==> config.mk <==
export PLATFORM = sky130hd
export DESIGN_NAME = poly_voice_allocator_flat
export DESIGN_NICKNAME = d
export VERILOG_FILES = /design/src/pva_pkg.sv /design/src/pva_if.sv /design/src/pva_voice_mem.sv /design/src/pva_free_mem.sv /design/src/poly_voice_allocator.sv /design/src/flat_wrapper.sv
export SDC_FILE = /design/constraint.sdc
export NUM_CORES = 1
export LEC_CHECK = 0
export BUFFER_PORTS_ARGS = -buffer_cell sky130_fd_sc_hd__buf_2
export CAP_MARGIN = 5
export CORE_MARGIN = 2
export CORE_UTILIZATION = 55
export DETAILED_ROUTE_END_ITERATION = 16
export GPL_ROUTABILITY_DRIVEN = 0
export GPL_TIMING_DRIVEN = 0
export PLACE_DENSITY = 0.72
export SYNTH_ARGS = -nofsm -noshare
export SYNTH_HDL_FRONTEND = slang
export SYNTH_HIERARCHICAL = 1
export SYNTH_SLANG_ARGS = --single-unit
==> constraint.sdc <==
create_clock -name clk -period 6 [get_ports clk]
set_clock_uncertainty 0.2 [all_clocks]
set_input_delay 1.8 -clock clk [delete_from_list [all_inputs] [get_ports clk]]
set_output_delay 1.8 -clock clk [all_outputs]
set_load 0.02 [all_outputs]
==> src/pva_pkg.sv <==
package pva_pkg;

    localparam int ACTION_W = 8;
    localparam int NOTE_W   = 7;
    localparam int VEL_W    = 7;
    localparam int DELTA_W  = 16;
    localparam int VIDX_W   = 3;

    localparam logic [ACTION_W-1:0] NOTE_ON  = 8'd144;
    localparam logic [ACTION_W-1:0] NOTE_OFF = 8'd128;

    typedef enum logic {
        CMD_START   = 1'b0,
        CMD_RELEASE = 1'b1
    } cmd_t;

endpackage

==> src/pva_if.sv <==
interface pva_event_if;
    import pva_pkg::*;

    logic                valid;
    logic                ready;
    logic [ACTION_W-1:0] action;
    logic [NOTE_W-1:0]   note_number;
    logic [VEL_W-1:0]    velocity;
    logic [DELTA_W-1:0]  delta_ticks;

    modport source (output valid, action, note_number, velocity, delta_ticks, input ready);
    modport sink   (input valid, action, note_number, velocity, delta_ticks, output ready);
endinterface

interface pva_cmd_if;
    import pva_pkg::*;

    logic              valid;
    logic              ready;
    logic [VIDX_W-1:0] voice_index;
    logic              command;
    logic [NOTE_W-1:0] pitch;
    logic [VEL_W-1:0]  level;
    logic              last;

    modport source (output valid, voice_index, command, pitch, level, last, input ready);
    modport sink   (input valid, voice_index, command, pitch, level, last, output ready);
endinterface

==> src/pva_voice_mem.sv <==
module pva_voice_mem #(
    parameter int VOICES    = 8,
    parameter int TIME_BITS = 32,
    parameter int VW        = (VOICES > 1) ? $clog2(VOICES) : 1
) (
    input  logic                 clk,
    input  logic                 we,
    input  logic [VW-1:0]        waddr,
    input  logic [6:0]           wnote,
    input  logic [TIME_BITS-1:0] wtime,
    input  logic [VW-1:0]        raddr,
    output logic [6:0]           rnote,
    output logic [TIME_BITS-1:0] rtime
);
    import pva_pkg::*;

    logic [NOTE_W+TIME_BITS-1:0] mem [VOICES];
    logic [NOTE_W+TIME_BITS-1:0] rdata_reg;

    // one write port, one registered read port
    always_ff @(posedge clk)
    begin
        if (we)
        begin
            mem[waddr] <= {wnote, wtime};
        end
        rdata_reg <= mem[raddr];
    end

    assign rnote = rdata_reg[NOTE_W+TIME_BITS-1:TIME_BITS];
    assign rtime = rdata_reg[TIME_BITS-1:0];
endmodule

==> src/pva_free_mem.sv <==
module pva_free_mem #(
    parameter int VOICES = 8,
    parameter int VW     = (VOICES > 1) ? $clog2(VOICES) : 1
) (
    input  logic          clk,
    input  logic          rst_n,
    input  logic          we,
    input  logic [VW-1:0] waddr,
    input  logic [VW-1:0] wdata,
    input  logic [VW-1:0] raddr,
    output logic [VW-1:0] rdata
);
    logic [VW-1:0]     mem [VOICES];
    logic [VOICES-1:0] written_reg;
    logic [VW-1:0]     rdata_reg;

    always_ff @(posedge clk or negedge rst_n)
    begin
        if (!rst_n)
        begin
            written_reg <= '0;
        end
        else if (we)
        begin
            written_reg[waddr] <= 1'b1;
        end
    end

    // an entry never written reads as its reset value: descending voice numbers
    always_ff @(posedge clk)
    begin
        if (we)
        begin
            mem[waddr] <= wdata;
        end
        if (written_reg[raddr])
        begin
            rdata_reg <= mem[raddr];
        end
        else
        begin
            rdata_reg <= VW'(VOICES - 1) - raddr;
        end
    end

    assign rdata = rdata_reg;
endmodule

==> src/poly_voice_allocator.sv <==
// Polyphonic voice allocator. Takes MIDI note events on the midi channel and issues
// start/release commands on the voice_cmd channel. Note-on takes the voice at the back of
// the free list; with every voice busy it first releases the voice with the oldest start
// time (lowest index on a tie), then starts the note on it, giving two commands. Note-off
// releases the lowest-numbered busy voice playing the note and puts it at the front of the
// free list; an unmatched note-off and any other status byte only advance the running time.
// One event is handled at a time. Note-off and note-on with every voice busy scan the voice
// table through its single read port (one voice per cycle); release and start commands
// wait while the command sink holds off ready. A finished command waits in an output
// register, so the next event can be taken meanwhile.
// Start times are compared raw, with no wrap correction of the running time.
module poly_voice_allocator #(
    parameter int VOICES    = 8,
    parameter int TIME_BITS = 32
) (
    input  logic      clk,
    input  logic      rst_n,
    pva_event_if.sink midi,
    pva_cmd_if.source voice_cmd
);
    import pva_pkg::*;

    localparam int VW = (VOICES > 1) ? $clog2(VOICES) : 1;
    localparam int CW = $clog2(VOICES + 1);
    localparam int SW = $clog2(2 * VOICES);

    typedef enum logic [4:0] {
        S_IDLE  = 5'b00001,
        S_POP   = 5'b00010,
        S_SCAN  = 5'b00100,
        S_REL   = 5'b01000,
        S_START = 5'b10000
    } state_t;

    state_t               state_reg, state_next;
    logic [TIME_BITS-1:0] now_reg, now_next;
    logic [CW-1:0]        fc_reg, fc_next;
    logic [VW-1:0]        head_reg, head_next;
    logic [VOICES-1:0]    busy_reg, busy_next;
    logic [VW-1:0]        voice_reg, voice_next;
    logic [TIME_BITS-1:0] best_time_reg, best_time_next;
    logic [VW-1:0]        cmp_idx_reg, cmp_idx_next;
    logic                 found_reg, found_next;
    logic                 steal_reg, steal_next;
    logic                 is_on_reg, is_on_next;
    logic [NOTE_W-1:0]    note_reg, note_next;
    logic [VEL_W-1:0]     vel_reg, vel_next;

    logic                 out_valid_reg, out_valid_next;
    logic [VIDX_W-1:0]    out_voice_reg, out_voice_next;
    logic                 out_cmd_reg, out_cmd_next;
    logic [NOTE_W-1:0]    out_pitch_reg, out_pitch_next;
    logic [VEL_W-1:0]     out_level_reg, out_level_next;
    logic                 out_last_reg, out_last_next;

    // memory ports
    logic                 vm_we;
    logic [VW-1:0]        vm_raddr;
    logic [NOTE_W-1:0]    vm_rnote;
    logic [TIME_BITS-1:0] vm_rtime;
    logic                 fm_we;
    logic [VW-1:0]        fm_waddr;
    logic [VW-1:0]        fm_raddr;
    logic [VW-1:0]        fm_rdata;

    logic                 accept;
    logic                 out_ok;
    logic [SW-1:0]        back_sum;
    logic [VW-1:0]        back_addr;
    logic [VW-1:0]        front_addr;
    logic                 scan_last;
    logic                 older;
    logic                 hit;

    assign midi.ready = (state_reg == S_IDLE);
    assign accept     = midi.valid && midi.ready;

    // output slot is free when empty or being drained this cycle
    assign out_ok = !out_valid_reg || voice_cmd.ready;

    // free list is a ring: logical entry i sits at (head + i) mod VOICES
    assign back_sum  = SW'(head_reg) + SW'(fc_reg) - SW'(1);
    assign back_addr = (back_sum >= SW'(VOICES)) ? VW'(back_sum - SW'(VOICES))
                                                 : VW'(back_sum);
    assign front_addr = (head_reg == '0) ? VW'(VOICES - 1) : head_reg - VW'(1);

    // scan compare on the voice entry read out for cmp_idx_reg
    assign scan_last = (cmp_idx_reg == VW'(VOICES - 1));
    assign older     = (cmp_idx_reg == '0) || (vm_rtime < best_time_reg);
    assign hit       = busy_reg[cmp_idx_reg] && (vm_rnote == note_reg) && !found_reg;

    always_comb
    begin
        state_next     = state_reg;
        now_next       = now_reg;
        fc_next        = fc_reg;
        head_next      = head_reg;
        busy_next      = busy_reg;
        voice_next     = voice_reg;
        best_time_next = best_time_reg;
        cmp_idx_next   = cmp_idx_reg;
        found_next     = found_reg;
        steal_next     = steal_reg;
        is_on_next     = is_on_reg;
        note_next      = note_reg;
        vel_next       = vel_reg;
        out_valid_next = out_valid_reg && !voice_cmd.ready;
        out_voice_next = out_voice_reg;
        out_cmd_next   = out_cmd_reg;
        out_pitch_next = out_pitch_reg;
        out_level_next = out_level_reg;
        out_last_next  = out_last_reg;
        vm_we          = 1'b0;
        vm_raddr       = '0;
        fm_we          = 1'b0;
        fm_waddr       = front_addr;
        fm_raddr       = back_addr;

        unique case (state_reg)
            S_IDLE:
            begin
                if (accept)
                begin
                    now_next     = now_reg + TIME_BITS'(midi.delta_ticks);
                    note_next    = midi.note_number;
                    vel_next     = midi.velocity;
                    cmp_idx_next = '0;
                    found_next   = 1'b0;
                    is_on_next   = (midi.action == NOTE_ON);
                    steal_next   = (midi.action == NOTE_ON) && (fc_reg == '0);
                    if (midi.action == NOTE_ON)
                    begin
                        // free list back read issued now, voice 0 read for a steal scan
                        state_next = (fc_reg == '0) ? S_SCAN : S_POP;
                    end
                    else if (midi.action == NOTE_OFF)
                    begin
                        state_next = S_SCAN;
                    end
                end
            end

            S_POP:
            begin
                voice_next = fm_rdata;
                state_next = S_START;
            end

            S_SCAN:
            begin
                vm_raddr     = cmp_idx_reg + VW'(1);
                cmp_idx_next = cmp_idx_reg + VW'(1);
                if (is_on_reg)
                begin
                    if (older)
                    begin
                        voice_next     = cmp_idx_reg;
                        best_time_next = vm_rtime;
                    end
                end
                else if (hit)
                begin
                    voice_next = cmp_idx_reg;
                    found_next = 1'b1;
                end
                if (scan_last)
                begin
                    if (is_on_reg)
                    begin
                        state_next = S_REL;
                    end
                    else if ((found_reg || hit) && (fc_reg < CW'(VOICES)))
                    begin
                        state_next = S_REL;
                    end
                    else
                    begin
                        state_next = S_IDLE;
                    end
                end
            end

            S_REL:
            begin
                if (out_ok)
                begin
                    out_valid_next = 1'b1;
                    out_voice_next = VIDX_W'(voice_reg);
                    out_cmd_next   = CMD_RELEASE;
                    out_pitch_next = '0;
                    out_level_next = '0;
                    out_last_next  = !steal_reg;
                    if (steal_reg)
                    begin
                        // stolen voice is reused at once: busy stays, free list untouched
                        state_next = S_START;
                    end
                    else
                    begin
                        busy_next[voice_reg] = 1'b0;
                        fm_we                = 1'b1;
                        head_next            = front_addr;
                        fc_next              = fc_reg + CW'(1);
                        state_next           = S_IDLE;
                    end
                end
            end

            S_START:
            begin
                if (out_ok)
                begin
                    out_valid_next       = 1'b1;
                    out_voice_next       = VIDX_W'(voice_reg);
                    out_cmd_next         = CMD_START;
                    out_pitch_next       = note_reg;
                    out_level_next       = vel_reg;
                    out_last_next        = 1'b1;
                    vm_we                = 1'b1;
                    busy_next[voice_reg] = 1'b1;
                    if (!steal_reg)
                    begin
                        fc_next = fc_reg - CW'(1);
                    end
                    state_next = S_IDLE;
                end
            end

            default:
            begin
                state_next = S_IDLE;
            end
        endcase
    end

    always_ff @(posedge clk or negedge rst_n)
    begin
        if (!rst_n)
        begin
            state_reg     <= S_IDLE;
            now_reg       <= '0;
            fc_reg        <= CW'(VOICES);
            head_reg      <= '0;
            busy_reg      <= '0;
            found_reg     <= 1'b0;
            steal_reg     <= 1'b0;
            is_on_reg     <= 1'b0;
            cmp_idx_reg   <= '0;
            out_valid_reg <= 1'b0;
        end
        else
        begin
            state_reg     <= state_next;
            now_reg       <= now_next;
            fc_reg        <= fc_next;
            head_reg      <= head_next;
            busy_reg      <= busy_next;
            found_reg     <= found_next;
            steal_reg     <= steal_next;
            is_on_reg     <= is_on_next;
            cmp_idx_reg   <= cmp_idx_next;
            out_valid_reg <= out_valid_next;
        end
    end

    always_ff @(posedge clk)
    begin
        voice_reg     <= voice_next;
        best_time_reg <= best_time_next;
        note_reg      <= note_next;
        vel_reg       <= vel_next;
        out_voice_reg <= out_voice_next;
        out_cmd_reg   <= out_cmd_next;
        out_pitch_reg <= out_pitch_next;
        out_level_reg <= out_level_next;
        out_last_reg  <= out_last_next;
    end

    // voice table: written only at the end of an event, read by the next event's scan,
    // so no scan read overlaps a write to the same entry
    pva_voice_mem #(
        .VOICES    (VOICES),
        .TIME_BITS (TIME_BITS),
        .VW        (VW)
    ) u_voice_mem (
        .clk   (clk),
        .we    (vm_we),
        .waddr (voice_reg),
        .wnote (note_reg),
        .wtime (now_reg),
        .raddr (vm_raddr),
        .rnote (vm_rnote),
        .rtime (vm_rtime)
    );

    pva_free_mem #(
        .VOICES (VOICES),
        .VW     (VW)
    ) u_free_mem (
        .clk   (clk),
        .rst_n (rst_n),
        .we    (fm_we),
        .waddr (fm_waddr),
        .wdata (voice_reg),
        .raddr (fm_raddr),
        .rdata (fm_rdata)
    );

    assign voice_cmd.valid       = out_valid_reg;
    assign voice_cmd.voice_index = out_voice_reg;
    assign voice_cmd.command     = out_cmd_reg;
    assign voice_cmd.pitch       = out_pitch_reg;
    assign voice_cmd.level       = out_level_reg;
    assign voice_cmd.last        = out_last_reg;

    a_count_bound: assert property (@(posedge clk) disable iff (!rst_n)
        fc_reg <= CW'(VOICES))
        else $error("free count above voice count");

    a_busy_free_sum: assert property (@(posedge clk) disable iff (!rst_n)
        ($countones(busy_reg) + int'(fc_reg)) == VOICES)
        else $error("busy voices and free count disagree");

    a_start_on_free: assert property (@(posedge clk) disable iff (!rst_n)
        (state_reg == S_START && !steal_reg) |-> !busy_reg[voice_reg])
        else $error("free list handed out a busy voice");

    a_release_busy: assert property (@(posedge clk) disable iff (!rst_n)
        (state_reg == S_REL) |-> busy_reg[voice_reg])
        else $error("release of a voice that is not busy");

    a_steal_only_full: assert property (@(posedge clk) disable iff (!rst_n)
        (state_reg == S_SCAN && steal_reg) |-> (fc_reg == '0))
        else $error("steal scan with a free voice available");
endmodule
==> src/flat_wrapper.sv <==
// flat-port wrapper written by rule: the top's interface ports become plain ports
module poly_voice_allocator_flat import pva_pkg::*;
#(
    parameter int VOICES    = 8,
    parameter int TIME_BITS = 32
)
  (clk, rst_n, midi_valid, midi_action, midi_note_number, midi_velocity, midi_delta_ticks, midi_ready, voice_cmd_valid, voice_cmd_voice_index, voice_cmd_command, voice_cmd_pitch, voice_cmd_level, voice_cmd_last, voice_cmd_ready);
  pva_event_if midi_i ();
  pva_cmd_if voice_cmd_i ();
  input  logic clk;
  input  logic rst_n;
  input wire logic [$bits(midi_i.valid)-1:0] midi_valid;
  input wire logic [$bits(midi_i.action)-1:0] midi_action;
  input wire logic [$bits(midi_i.note_number)-1:0] midi_note_number;
  input wire logic [$bits(midi_i.velocity)-1:0] midi_velocity;
  input wire logic [$bits(midi_i.delta_ticks)-1:0] midi_delta_ticks;
  output wire logic [$bits(midi_i.ready)-1:0] midi_ready;
  output wire logic [$bits(voice_cmd_i.valid)-1:0] voice_cmd_valid;
  output wire logic [$bits(voice_cmd_i.voice_index)-1:0] voice_cmd_voice_index;
  output wire logic [$bits(voice_cmd_i.command)-1:0] voice_cmd_command;
  output wire logic [$bits(voice_cmd_i.pitch)-1:0] voice_cmd_pitch;
  output wire logic [$bits(voice_cmd_i.level)-1:0] voice_cmd_level;
  output wire logic [$bits(voice_cmd_i.last)-1:0] voice_cmd_last;
  input wire logic [$bits(voice_cmd_i.ready)-1:0] voice_cmd_ready;
  assign midi_i.valid = midi_valid;
  assign midi_i.action = midi_action;
  assign midi_i.note_number = midi_note_number;
  assign midi_i.velocity = midi_velocity;
  assign midi_i.delta_ticks = midi_delta_ticks;
  assign midi_ready = midi_i.ready;
  assign voice_cmd_valid = voice_cmd_i.valid;
  assign voice_cmd_voice_index = voice_cmd_i.voice_index;
  assign voice_cmd_command = voice_cmd_i.command;
  assign voice_cmd_pitch = voice_cmd_i.pitch;
  assign voice_cmd_level = voice_cmd_i.level;
  assign voice_cmd_last = voice_cmd_i.last;
  assign voice_cmd_i.ready = voice_cmd_ready;
  poly_voice_allocator #(.VOICES(VOICES), .TIME_BITS(TIME_BITS)) u_core (.clk(clk), .rst_n(rst_n), .midi(midi_i), .voice_cmd(voice_cmd_i));
endmodule
==> results.tsv, run 1 <==
stage	metric	value	unit
logic_synthesis	post-synthesis cell type count	63	
power	worst vdd ir	0.279	mV
floorplanning	Initial Utilization	55.5	%
worst_setup_path	WP data arrival	4.31	ns
worst_setup_path	Worst Path Max Fanout	8	
floorplanning	Die X	198	um
cts	Longest Clk Path Bufs	3	
cts	Resize count post-CTS	0	
timing	# setup viols final	0	
floorplanning	DIE AREA	39300	um2
final_layout	Antenna Cells	0	
worst_setup_path	Most common cell on crit path	a31oi_4	
detailed_routing	1st-iter DRT viols	769	
timing	setup TNS	0	ns
worst_setup_path	slowest stage cell, crit path	or3b_1	
cts	root buffer cell	clkbuf_16	
grt	GRT overflow	0	
worst_setup_path	worst path buffer plus inverter count	2	
timing	worst slew pin tran	1.11	ns
cts	clk sinks	513	
worst_setup_path	Register-to-Register Path Depth	9	
detailed_routing	met2 WL	19300	um
grt	antenna violations before repair	0	
worst_setup_path	crit-path cells	buf_2 > ha_1 > inv_1 > fa_1 > and2b_1 > o2111ai_2 > a31oi_4 > a2bb2oi_4 > a31oi_4 > or3b_1 > xnor2_1	
run	max_cap viols	0	
logic_synthesis	Seq cells post-synth	513	
floorplanning	num rows	71	
final_layout	nets@finish	1415	
final_layout	area delta synth->final	15.0	%
logic_synthesis	sequential area share after synthesis	70.6	%
grt	first-pass GRT wire length	60800	um
detailed_routing	DRT Wirelength	39200	um
hold_path	Hold/Removal Path Class	reg2reg	
logic_synthesis	Cells after Synth	1180	
logic_synthesis	syn_nets	1281	
timing	Period minus WS final	4.09	ns
worst_setup_path	Critical Path Sink	u_core/now_reg[26]$_DFFE_PN0P_	
worst_setup_path	slowest stage delay, CP	0.43	ns
cts	clk_lat worst skew	0.56	ns
worst_setup_path	CP Data Required Time	6.22	ns
detailed_routing	met3 wire len	2010	um
final_layout	final instance area	23900	um2
detailed_routing	Remaining DRCs	0	
place	input/output buffers	62	
worst_setup_path	critical path depth	11	
worst_setup_path	Critical Path Start	midi_delta_ticks[0]	
floorplanning	core area	37400	um2
detailed_routing	Routed Antenna Nets	0	
power	Pwr Density	370	nW/um2
logic_synthesis	Syn Area/Cell	17.6	um2
logic_synthesis	EDFF count, synth	404	
detailed_routing	Top Metal Used	met4	
detailed_routing	First-pass DRT Iterations	5	
timing	max_slew headroom	25.5	%
final_layout	number of flip-flops in the largest register	312	
final_layout	share of cells above drive strength 1	24.3	%
detailed_routing	vias	10600	
place	dpl hpwl	25400	um
grt	pin count of the biggest net entering global routing	68	
worst_setup_path	Worst Path Class, Setup	in2reg	
timing	Final Slew Violations	0	
timing	Fin. Hold Viols	0	
logic_synthesis	FFs w/ async S/R, synth	13.1	%
outcome	outcome	complete, no violations	
cts	post-CTS setup buffer count	0	
floorplanning	io pins	63	
cts	htree depth	2	
worst_setup_path	FF-to-FF Start	u_core/best_time_reg[1]$_DFFE_PP_	
timing	unrepaired setup endpoints after global routing	no	
place	Placement Cell Area	22100	um2
worst_setup_path	family with the most delay on the worst path	compound AO/OA/AOI/OAI gates	
logic_synthesis	Netlist Area Pre-Place	20800	um2
detailed_routing	Routed met1 length	17200	um
logic_synthesis	main flop type after synthesis	edfxtp_1	
floorplanning	Chip Height	198	um
detailed_routing	via/cell ratio	5.66	
grt	GRT Util Overall	20.8	%
cts	clock-pin slew of the registers on the worst-case setup and hold paths	0.06	ns
detailed_routing	wire per inst	21.0	um
timing	Tcrit/Tclk final	68.2	%
worst_setup_path	FF-to-FF setup slack	2.43	ns
logic_synthesis	warnings from Yosys	6	
worst_setup_path	startpoint types	input pin	
power	Leak	8.81	nW
grt	vias in the first global route	10700	
worst_setup_path	CP endpoint kind	flop	
cts	CTS tree	yes	
worst_setup_path	Worst R2R End	u_core/voice_reg[0]$_DFFE_PP_	
cts	# hold bufs at CTS	0	
cts	CTS Buf Count	50	
timing	highest clock rate	0.244	GHz
-- how the worst min path moves through the flow --
stage / from / slack (ns) / to / cells past startpoint
after floorplan: u_core/u_voice_mem/rdata_reg[0]$_DFF_P_ / 0.20 / u_core/best_time_reg[0]$_DFFE_PP_ / 0
after global placement: u_core/u_voice_mem/rdata_reg[0]$_DFF_P_ / 0.22 / u_core/best_time_reg[0]$_DFFE_PP_ / 0
after detailed placement: u_core/u_voice_mem/rdata_reg[20]$_DFF_P_ / 0.22 / u_core/best_time_reg[20]$_DFFE_PP_ / 0
after CTS: u_core/u_voice_mem/rdata_reg[22]$_DFF_P_ / 0.24 / u_core/best_time_reg[22]$_DFFE_PP_ / 0
after global routing: u_core/u_voice_mem/rdata_reg[22]$_DFF_P_ / 0.24 / u_core/best_time_reg[22]$_DFFE_PP_ / 0
final: u_core/u_voice_mem/rdata_reg[30]$_DFF_P_ / 0.24 / u_core/best_time_reg[30]$_DFFE_PP_ / 0
-- cells in the mapped netlist, types with 15 or more instances --
| master | n | area share [%] |
|---|---|---|
| dfxtp_1 | 42 | 4.1 |
| nor3_1 | 17 | 0.41 |
| nor2_1 | 46 | 0.83 |
| nand2b_1 | 15 | 0.45 |
| dfrtp_1 | 65 | 7.8 |
| nand2_1 | 60 | 1.1 |
| xnor2_1 | 18 | 0.76 |
| inv_1 | 58 | 1.0 |
| a21o_1 | 20 | 0.72 |
| mux2_4 | 20 | 1.4 |
| nand3_1 | 17 | 0.41 |
| xor2_1 | 27 | 1.1 |
| clkbuf_1 | 16 | 0.29 |
| ha_1 | 57 | 3.4 |
| edfxtp_1 | 404 | 58 |
| a21oi_1 | 28 | 0.68 |
| o21ai_0 | 27 | 0.65 |
| and2_1 | 18 | 0.54 |
| mux4_2 | 81 | 8.8 |
| mux2_2 | 28 | 1.5 |
-- layout make-up --
type / instances / area, um2
buffer: 32 / 200
clock buffer: 75 / 1460
clock inverter: 19 / 277
fill: 2594 / 13500
inverter: 59 / 221
multi-input combinational: 576 / 5750
sequential: 513 / 14700
tap: 511 / 639
timing repair buffer: 82 / 676
-- through the flow --
step	hold slack [ns]	setup slack, ns	std cells	total power, mW	util, %
floorplan	0.200	0.540	1180	5.28	-
global placement	0.215	-2.58	1753	5.59	58.0
detailed placement	0.225	1.36	1773	5.67	59.2
CTS	0.235	1.93	1867	8.91	63.8
global route	0.236	1.83	1867	9.21	63.8
finish	0.237	1.91	1867	8.84	63.8
-- report_power, final --
group / internal, mW / switching, mW
registers: 4.21 / 0.248
logic: 0.469 / 0.671
clock network: 1.98 / 1.26
-- layout by cell type (no fill, tap or decap), drive strengths merged, types with 8 or more instances in the layout --
cell / n
o21ai: 29
nand3: 17
nor2: 47
or2: 8
edfxtp: 404
clkinv: 8
xor2: 27
buf: 98
and2: 18
a21oi: 28
ha: 57
nand2b: 16
nand2: 61
xnor2: 18
mux2: 48
nand4: 10
dfrtp: 65
clkbuf: 91
mux4: 88
inv: 60
nor3: 17
dfxtp: 42
a21o: 20
-- cells by family (layout without fill, tap and decap cells) --
logic type	count (synthesis)	in the layout	share of synthesized area (%)
flip-flops	513	513	70.6
AND/OR/NAND/NOR	221	221	5.38
adder cells (fa/ha/maj)	59	59	3.63
XOR/XNOR	45	45	1.90
buffers and inverters	91	267	2.03
AO/OA/AOI/OAI	111	111	3.64
multiplexers	140	140	12.8
-- routing by layer --
metal / global-route usage [%] / vias up
met3: 3.32 / 52
met2: 34.3 / 250
met1: 29.2 / 5433
met4: 5.26 / 0
li1: - / 4824
met5: 0 / -
(Power assumes the default switching activity.)
==> run 2, diff against run 1 <==
--- a/config.mk
+++ b/config.mk
@@ -12,7 +12,7 @@
 export DETAILED_ROUTE_END_ITERATION = 16
 export GPL_ROUTABILITY_DRIVEN = 0
 export GPL_TIMING_DRIVEN = 0
-export PLACE_DENSITY = 0.72
+export PLACE_DENSITY = 0.75
 export SYNTH_ARGS = -nofsm -noshare
 export SYNTH_HDL_FRONTEND = slang
 export SYNTH_HIERARCHICAL = 1
==> constraint.sdc (replaced) <==
create_clock -name clk -period 3.52 [get_ports clk]
set_clock_uncertainty 0.2 [all_clocks]
set_input_delay 1.056 -clock clk [delete_from_list [all_inputs] [get_ports clk]]
set_output_delay 1.056 -clock clk [all_outputs]
set_load 0.02 [all_outputs]
==> run 2 against run 1 <==
  * Hold slack worse by 0.15 ns
  * Cell area about the same
  * Routed wire length up 5.4%
  * Sequential share of layout area about the same
  * Combinational power up 74%
  * Worst setup slack worse by 1.8 ns
  * Clock-buffer cell count down 8
  * Global-route usage up 1.2 points
  * Total power up 71%
  * Via count up 2.1%
  * Clock power up 71%
  * Largest power group unchanged
==> results.tsv, run 2 (synthesized netlist as in run 1, its figures left out) <==
stage	metric	value	unit	change
outcome	outcome	complete, no violations		
timing	highest clock rate	0.293	GHz	
worst_setup_path	worst path buffer plus inverter count	2		unchanged
timing	# setup viols final	0		unchanged
grt	GRT Util Overall	22.0	%	+1.2 points
detailed_routing	First-pass DRT Iterations	5		unchanged
timing	unrepaired setup endpoints after global routing	no		
timing	Fin. Hold Viols	0		unchanged
floorplanning	Chip Height	198	um	unchanged
final_layout	most frequent cells in the layout	edfxtp_1 (404), mux4_2 (81), buf_2 (71), dfrtp_1 (65), nand2_1 (60)		
timing	Period minus WS final	3.42	ns	
worst_setup_path	CP endpoint kind	flop		
cts	htree depth	2		unchanged
final_layout	final core occ	63.8	%	about the same
cts	CTS tree	yes		
cts	clk_lat worst skew	0.57	ns	about the same
floorplanning	Initial Utilization	55.5	%	unchanged
worst_setup_path	slowest stage cell, crit path	o31ai_1		
cts	clk sinks	513		unchanged
worst_setup_path	startpoint types	flop		
cts	root buffer cell	clkbuf_16		
worst_setup_path	FF-to-FF Start	u_core/best_time_reg[1]$_DFFE_PP_		
timing	worst slew pin tran	1.03	ns	-0.0756 ns
detailed_routing	1st-iter DRT viols	843		+9.6%
worst_setup_path	slowest stage delay, CP	0.77	ns	+0.34 ns
grt	GRT overflow	0		unchanged
timing	Final Slew Violations	0		unchanged
place	dpl cells	1768		-0.28%
floorplanning	DIE AREA	39300	um2	unchanged
floorplanning	io pins	63		unchanged
timing	setup TNS	0	ns	unchanged
cts	CTS Buf Count	49		-2.0%
final_layout	multi-input logic area	5770	um2	+0.30%
worst_setup_path	Worst R2R End	u_core/voice_reg[1]$_DFFE_PP_		
cts	Longest Clk Path Bufs	3		unchanged
worst_setup_path	FF-to-FF setup slack	0.10	ns	-2.33 ns
worst_setup_path	Worst Path Class, Setup	reg2reg		
worst_setup_path	Register-to-Register Path Depth	9		unchanged
final_layout	Fill cells	2576		-0.69%
final_layout	Reg area	14700	um2	unchanged
detailed_routing	via/cell ratio	5.80		+2.5%
final_layout	area delta synth->final	14.9	%	about the same
run	max_cap viols	0		unchanged
grt	antenna violations before repair	0		unchanged
hold_path	Hold/Removal Path Class	in2async		
final_layout	share of cells above drive strength 1	25.0	%	+0.65 points
worst_setup_path	CP Data Required Time	3.62	ns	-2.60 ns
place	dpl hpwl	26500	um	+4.3%
final_layout	commonest non-fill, non-tap cell in the layout	edfxtp_1		
final_layout	Cell Count, Final, Fillers Out	1860		-0.37%
worst_setup_path	Worst Path Max Fanout	17		+9
worst_setup_path	family with the most delay on the worst path	compound AO/OA/AOI/OAI gates		
detailed_routing	Remaining DRCs	0		unchanged
final_layout	nets@finish	1409		-0.42%
floorplanning	core area	37400	um2	unchanged
power	Pwr Density	634	nW/um2	+71%
worst_setup_path	crit-path cells	inv_1 > ha_1 > a21o_1 > a211oi_1 > o31a_1 > o31ai_1 > a21oi_4 > buf_16 > a211o_1		
detailed_routing	wire per inst	22.2	um	+5.8%
detailed_routing	Routed Antenna Nets	0		unchanged
place	input/output buffers	62		unchanged
floorplanning	Die X	198	um	unchanged
final_layout	Antenna Cells	0		unchanged
grt	vias in the first global route	11200		+4.8%
place	Placement Setup Slack	-0.251	ns	-1.61 ns
timing	Final WS setup	0.101	ns	-1.81 ns
power	worst vdd ir	0.510	mV	+83%
grt	first-pass GRT wire length	64300	um	+5.7%
worst_setup_path	WP data arrival	3.51	ns	-0.80 ns
cts	# hold bufs at CTS	0		unchanged
final_layout	number of flip-flops in the largest register	312		unchanged
detailed_routing	vias	10800		+2.1%
floorplanning	num rows	71		unchanged
timing	max_slew headroom	31.1	%	+5.7 points
timing	Tcrit/Tclk final	97.1	%	
cts	clock-pin slew of the registers on the worst-case setup and hold paths	0.06	ns	about the same
power	Leak	8.82	nW	about the same
detailed_routing	DRT Wirelength	41300	um	+5.4%
grt	pin count of the biggest net entering global routing	64		-5.9%
[run 2: cell types whose count changed in the layout (fill, tap and decap cells not counted), moves of 2 or more]
cell and delta:
clkinv_2 +7, clkbuf_8 +2, nor3_4 +2, buf_6 -6, clkbuf_1 -11, nor3_2 -2
nor2_1 -2, nor2_2 +2, buf_8 +2
[run 2: metal layers]
metal | GRT usage (%) | share of wire, %
met5 | 0 | 0
met4 | 7.13 | 2.4
met3 | 2.79 | 5.4
met2 | 36.5 | 49
met1 | 30.5 | 43
[run 2: power breakdown]
part / switching [mW] / internal (mW)
registers: 0.426 / 7.18
clock network: 2.21 / 3.33
logic: 1.18 / 0.798
[run 2: area by class of cell]
cell class | count | area share, %
Sequential cell | 513 | 61.4
Multi-Input combinational cell | 576 | 24.2
Clock buffer | 67 | 6.07
Tap cell | 511 | 2.68
Timing Repair Buffer | 77 | 2.67
Clock inverter | 25 | 1.21
Inverter | 59 | 0.928
Buffer | 32 | 0.844
[run 2: stage by stage]
stage	power (mW)	cell area [um2]	hold slack [ns]
finish	15.1	23900	0.0898
CTS	15.2	23900	0.0752
global placement	9.56	21700	0.211
global route	15.7	23900	0.0789
detailed placement	9.70	22100	0.220
floorplan	9.01	20800	0.200
[run 2: worst reg2reg max path, delay by kind of cell, from the launching register on]
family | cells | cell delay [ns]
flops | 1 | 0.33
buf+inv | 2 | 0.32
compound gates | 6 | 2.03
fa+ha+maj | 1 | 0.27
[run 2: worst max-delay path by stage]
stage | cells after the start | to | start
detailed placement | 11 | u_core/now_reg[26]$_DFFE_PN0P_ | midi_delta_ticks[0]
CTS | 11 | u_core/fc_reg[3]$_DFFE_PN1P_ | u_core/state_reg[3]$_DFFE_PN0P_
floorplan | 4 | u_core/u_voice_mem/mem[6][0]$_DFFE_PP_ | voice_cmd_ready
finish | 9 | u_core/voice_reg[1]$_DFFE_PP_ | u_core/best_time_reg[1]$_DFFE_PP_
global placement | 6 | u_core/u_voice_mem/mem[3][23]$_DFFE_PP_ | u_core/state_reg[3]$_DFFE_PN0P_
global route | 7 | u_core/u_voice_mem/mem[6][8]$_DFFE_PP_ | u_core/state_reg[3]$_DFFE_PN0P_
[run 2: what timing repair did]
item / 4_1_cts / 5_1_grt
buffers inserted: 0 / 0
endpoints found under the setup margin: 0 / 20
gates resized for setup: 0 / 3
==> run 3, diff against run 2 <==
--- a/config.mk
+++ b/config.mk
@@ -5,14 +5,14 @@
 export SDC_FILE = /design/constraint.sdc
 export NUM_CORES = 1
 export LEC_CHECK = 0
-export BUFFER_PORTS_ARGS = -buffer_cell sky130_fd_sc_hd__buf_2
 export CAP_MARGIN = 5
 export CORE_MARGIN = 2
 export CORE_UTILIZATION = 55
 export DETAILED_ROUTE_END_ITERATION = 16
+export DONT_BUFFER_PORTS = 1
 export GPL_ROUTABILITY_DRIVEN = 0
 export GPL_TIMING_DRIVEN = 0
-export PLACE_DENSITY = 0.75
+export PLACE_DENSITY = 0.73
 export SYNTH_ARGS = -nofsm -noshare
 export SYNTH_HDL_FRONTEND = slang
 export SYNTH_HIERARCHICAL = 1
==> run 3 against run 2 <==
  * Die area unchanged
  * Maximum frequency is 4.1% higher
  * Routed wire length shrank 4.4%
  * Sequential power up 0.7%
  * Non-clock buffer count fell by 62
  * Cell area decreased by 1.4%
  * Global-route usage down 0.84 points
  * Clock-buffer cell count up 2
  * Register-to-register slack gained 0.14 ns
  * Sequential share of layout area is 0.86 points higher
  * Via count is 3.6% lower
==> results.tsv, run 3 (synthesized netlist as in run 1, its figures left out) <==
stage	metric	value	unit	change
place	dpl hpwl	25200	um	-4.9%
cts	clk_lat worst skew	0.56	ns	about the same
timing	worst slew pin tran	1.03	ns	+0.000199 ns
grt	antenna violations before repair	0		unchanged
cts	CTS tree	yes		
place	Placement Setup Slack	-0.144	ns	+0.107 ns
cts	clk sinks	513		unchanged
cts	clock-pin slew of the registers on the worst-case setup and hold paths	0.06	ns	about the same
final_layout	most frequent cells in the layout	edfxtp_1 (404), mux4_2 (81), dfrtp_1 (65), nand2_1 (60), inv_1 (58)		
final_layout	share of cells above drive strength 1	20.7	%	-4.3 points
power	switching pwr	3.71	mW	-2.9%
power	worst vdd ir	0.503	mV	-1.4%
worst_setup_path	WP data arrival	3.39	ns	-0.12 ns
grt	first-pass GRT wire length	61900	um	-3.8%
cts	CTS Buf Count	50		+2.0%
timing	max_slew headroom	31.1	%	about the same
timing	# setup viols final	0		unchanged
outcome	outcome	complete, no violations		
worst_setup_path	CP endpoint kind	flop		
cts	root buffer cell	clkbuf_16		
final_layout	multi-input logic area	5770	um2	about the same
power	Leak	8.55	nW	-3.0%
timing	WHS	0.141	ns	+0.0513 ns
place	Placement Cell Area	21800	um2	-1.5%
final_layout	Antenna Cells	0		unchanged
floorplanning	core area	37400	um2	unchanged
run	max_cap viols	0		unchanged
detailed_routing	vias	10400		-3.6%
cts	htree depth	2		unchanged
grt	pin count of the biggest net entering global routing	66		+3.1%
final_layout	nets@finish	1348		-4.3%
timing	highest clock rate	0.305	GHz	+4.1%
final_layout	final instance area	23500	um2	-1.4%
final_layout	Reg area	14700	um2	unchanged
worst_setup_path	startpoint types	flop		
power	Pint	11.3	mW	-0.16%
final_layout	area delta synth->final	13.3	%	
final_layout	number of flip-flops in the largest register	312		unchanged
detailed_routing	Remaining DRCs	0		unchanged
final_layout	commonest non-fill, non-tap cell in the layout	edfxtp_1		
timing	Tcrit/Tclk final	93.3	%	-3.8 points
detailed_routing	First-pass DRT Iterations	5		unchanged
place	dpl cells	1705		-3.6%
timing	unrepaired setup endpoints after global routing	no		
detailed_routing	Routed Antenna Nets	0		unchanged
floorplanning	Die X	198	um	unchanged
timing	Fin. Hold Viols	0		unchanged
floorplanning	io pins	63		unchanged
power	Comb power frac	12.3	%	-0.8 points
detailed_routing	via/cell ratio	5.77		-0.36%
worst_setup_path	CP Data Required Time	3.62	ns	about the same
timing	Period minus WS final	3.28	ns	-0.135 ns
power	Pwr Density	638	nW/um2	+0.54%
power	sequential share of power	51.0	%	+0.7 points
grt	GRT Util Overall	21.1	%	-0.84 points
power	clock share of power	36.7	%	about the same
hold_path	Hold/Removal Path Class	in2async		
worst_setup_path	Worst Path Max Fanout	22		+5
grt	GRT overflow	0		unchanged
place	input/output buffers	0		-100%
grt	vias in the first global route	10900		-2.4%
floorplanning	DIE AREA	39300	um2	unchanged
final_layout	Fill cells	2571		-0.19%
detailed_routing	1st-iter DRT viols	782		-7.2%
detailed_routing	DRT Wirelength	39500	um	-4.4%
power	switch share	24.7	%	-0.51 points
worst_setup_path	Worst Path Class, Setup	reg2reg		
floorplanning	Initial Utilization	55.5	%	unchanged
cts	Longest Clk Path Bufs	3		unchanged
timing	Final WS setup	0.236	ns	+0.135 ns
timing	Final Slew Violations	0		unchanged
floorplanning	Chip Height	198	um	unchanged
final_layout	Cell Count, Final, Fillers Out	1799		-3.3%
floorplanning	num rows	71		unchanged
detailed_routing	wire per inst	21.9	um	-1.2%
run 3: final timing paths:
| check | slack [ns] | from | cells after the start | to |
|---|---|---|---|---|
| max | 0.24 | u_core/best_time_reg[1]$_DFFE_PP_ | 9 | u_core/voice_reg[0]$_DFFE_PP_ |
| min | 0.14 | rst_n | 0 | u_core/fc_reg[3]$_DFFE_PN1P_ |
| max reg2reg | 0.24 | u_core/best_time_reg[1]$_DFFE_PP_ | 9 | u_core/voice_reg[0]$_DFFE_PP_ |
| min reg2reg | 0.23 | u_core/u_voice_mem/rdata_reg[29]$_DFF_P_ | 0 | u_core/best_time_reg[29]$_DFFE_PP_ |
| max in group asynchronous | 2.64 | rst_n | 1 | u_core/now_reg[18]$_DFFE_PN0P_ |
| min in group clk | 0.23 | u_core/u_voice_mem/rdata_reg[29]$_DFF_P_ | 0 | u_core/best_time_reg[29]$_DFFE_PP_ |
run 3: worst max-delay path, cell delays in order (launching register included):
cell and delay, ns:
edfxtp_1 0.33, inv_1 0.04, ha_1 0.27, a21o_1 0.11, a211oi_1 0.09, o31a_1 0.32
o31ai_1 0.79, a21oi_4 0.29, buf_12 0.26, a211o_1 0.30
run 3: timing repair:
item,4_1_cts,5_1_grt
endpoints found under the setup margin,0,1
buffers inserted,0,0
hold buffers,1,0
hold endpoints to repair,65,0
resized for setup,0,2
run 3: metrics by stage:
stage | setup TNS (ns) | power [mW] | util [%]
after global routing | 0 | 15.6 | 62.9
after floorplan | -32.15 | 9.01 | -
after CTS | 0 | 15.1 | 62.9
after detailed placement | -0.144 | 9.59 | 58.2
after global placement | -525.60 | 9.48 | 57.3
final | 0 | 15.0 | 62.9
run 3: layer usage:
metal / global-route usage, % / wire length, um
met1: 28.6 / 16700
met2: 35.5 / 19700
met3: 3.61 / 2190
met4: 6.24 / 884
met5: 0 / 0
run 3: final cells by class:
cell class	instances	share of cell area, %
Tap cell	511	2.72
Clock buffer	69	5.92
Buffer	32	0.856
Sequential cell	513	62.3
Inverter	59	0.941
Multi-Input combinational cell	576	24.5
Timing Repair Buffer	15	1.40
Clock inverter	24	1.38
run 3: power by group through the flow:
| stage | clock (mW) | combinational [mW] | sequential, mW |
|---|---|---|---|
| final | 5.51 | 1.84 | 7.66 |
| after global placement | 0 | 1.72 | 7.75 |
| after detailed placement | 0 | 1.80 | 7.79 |
| after global routing | 5.84 | 2.04 | 7.73 |
| after floorplan | 0 | 1.39 | 7.62 |
| after CTS | 5.61 | 1.83 | 7.66 |
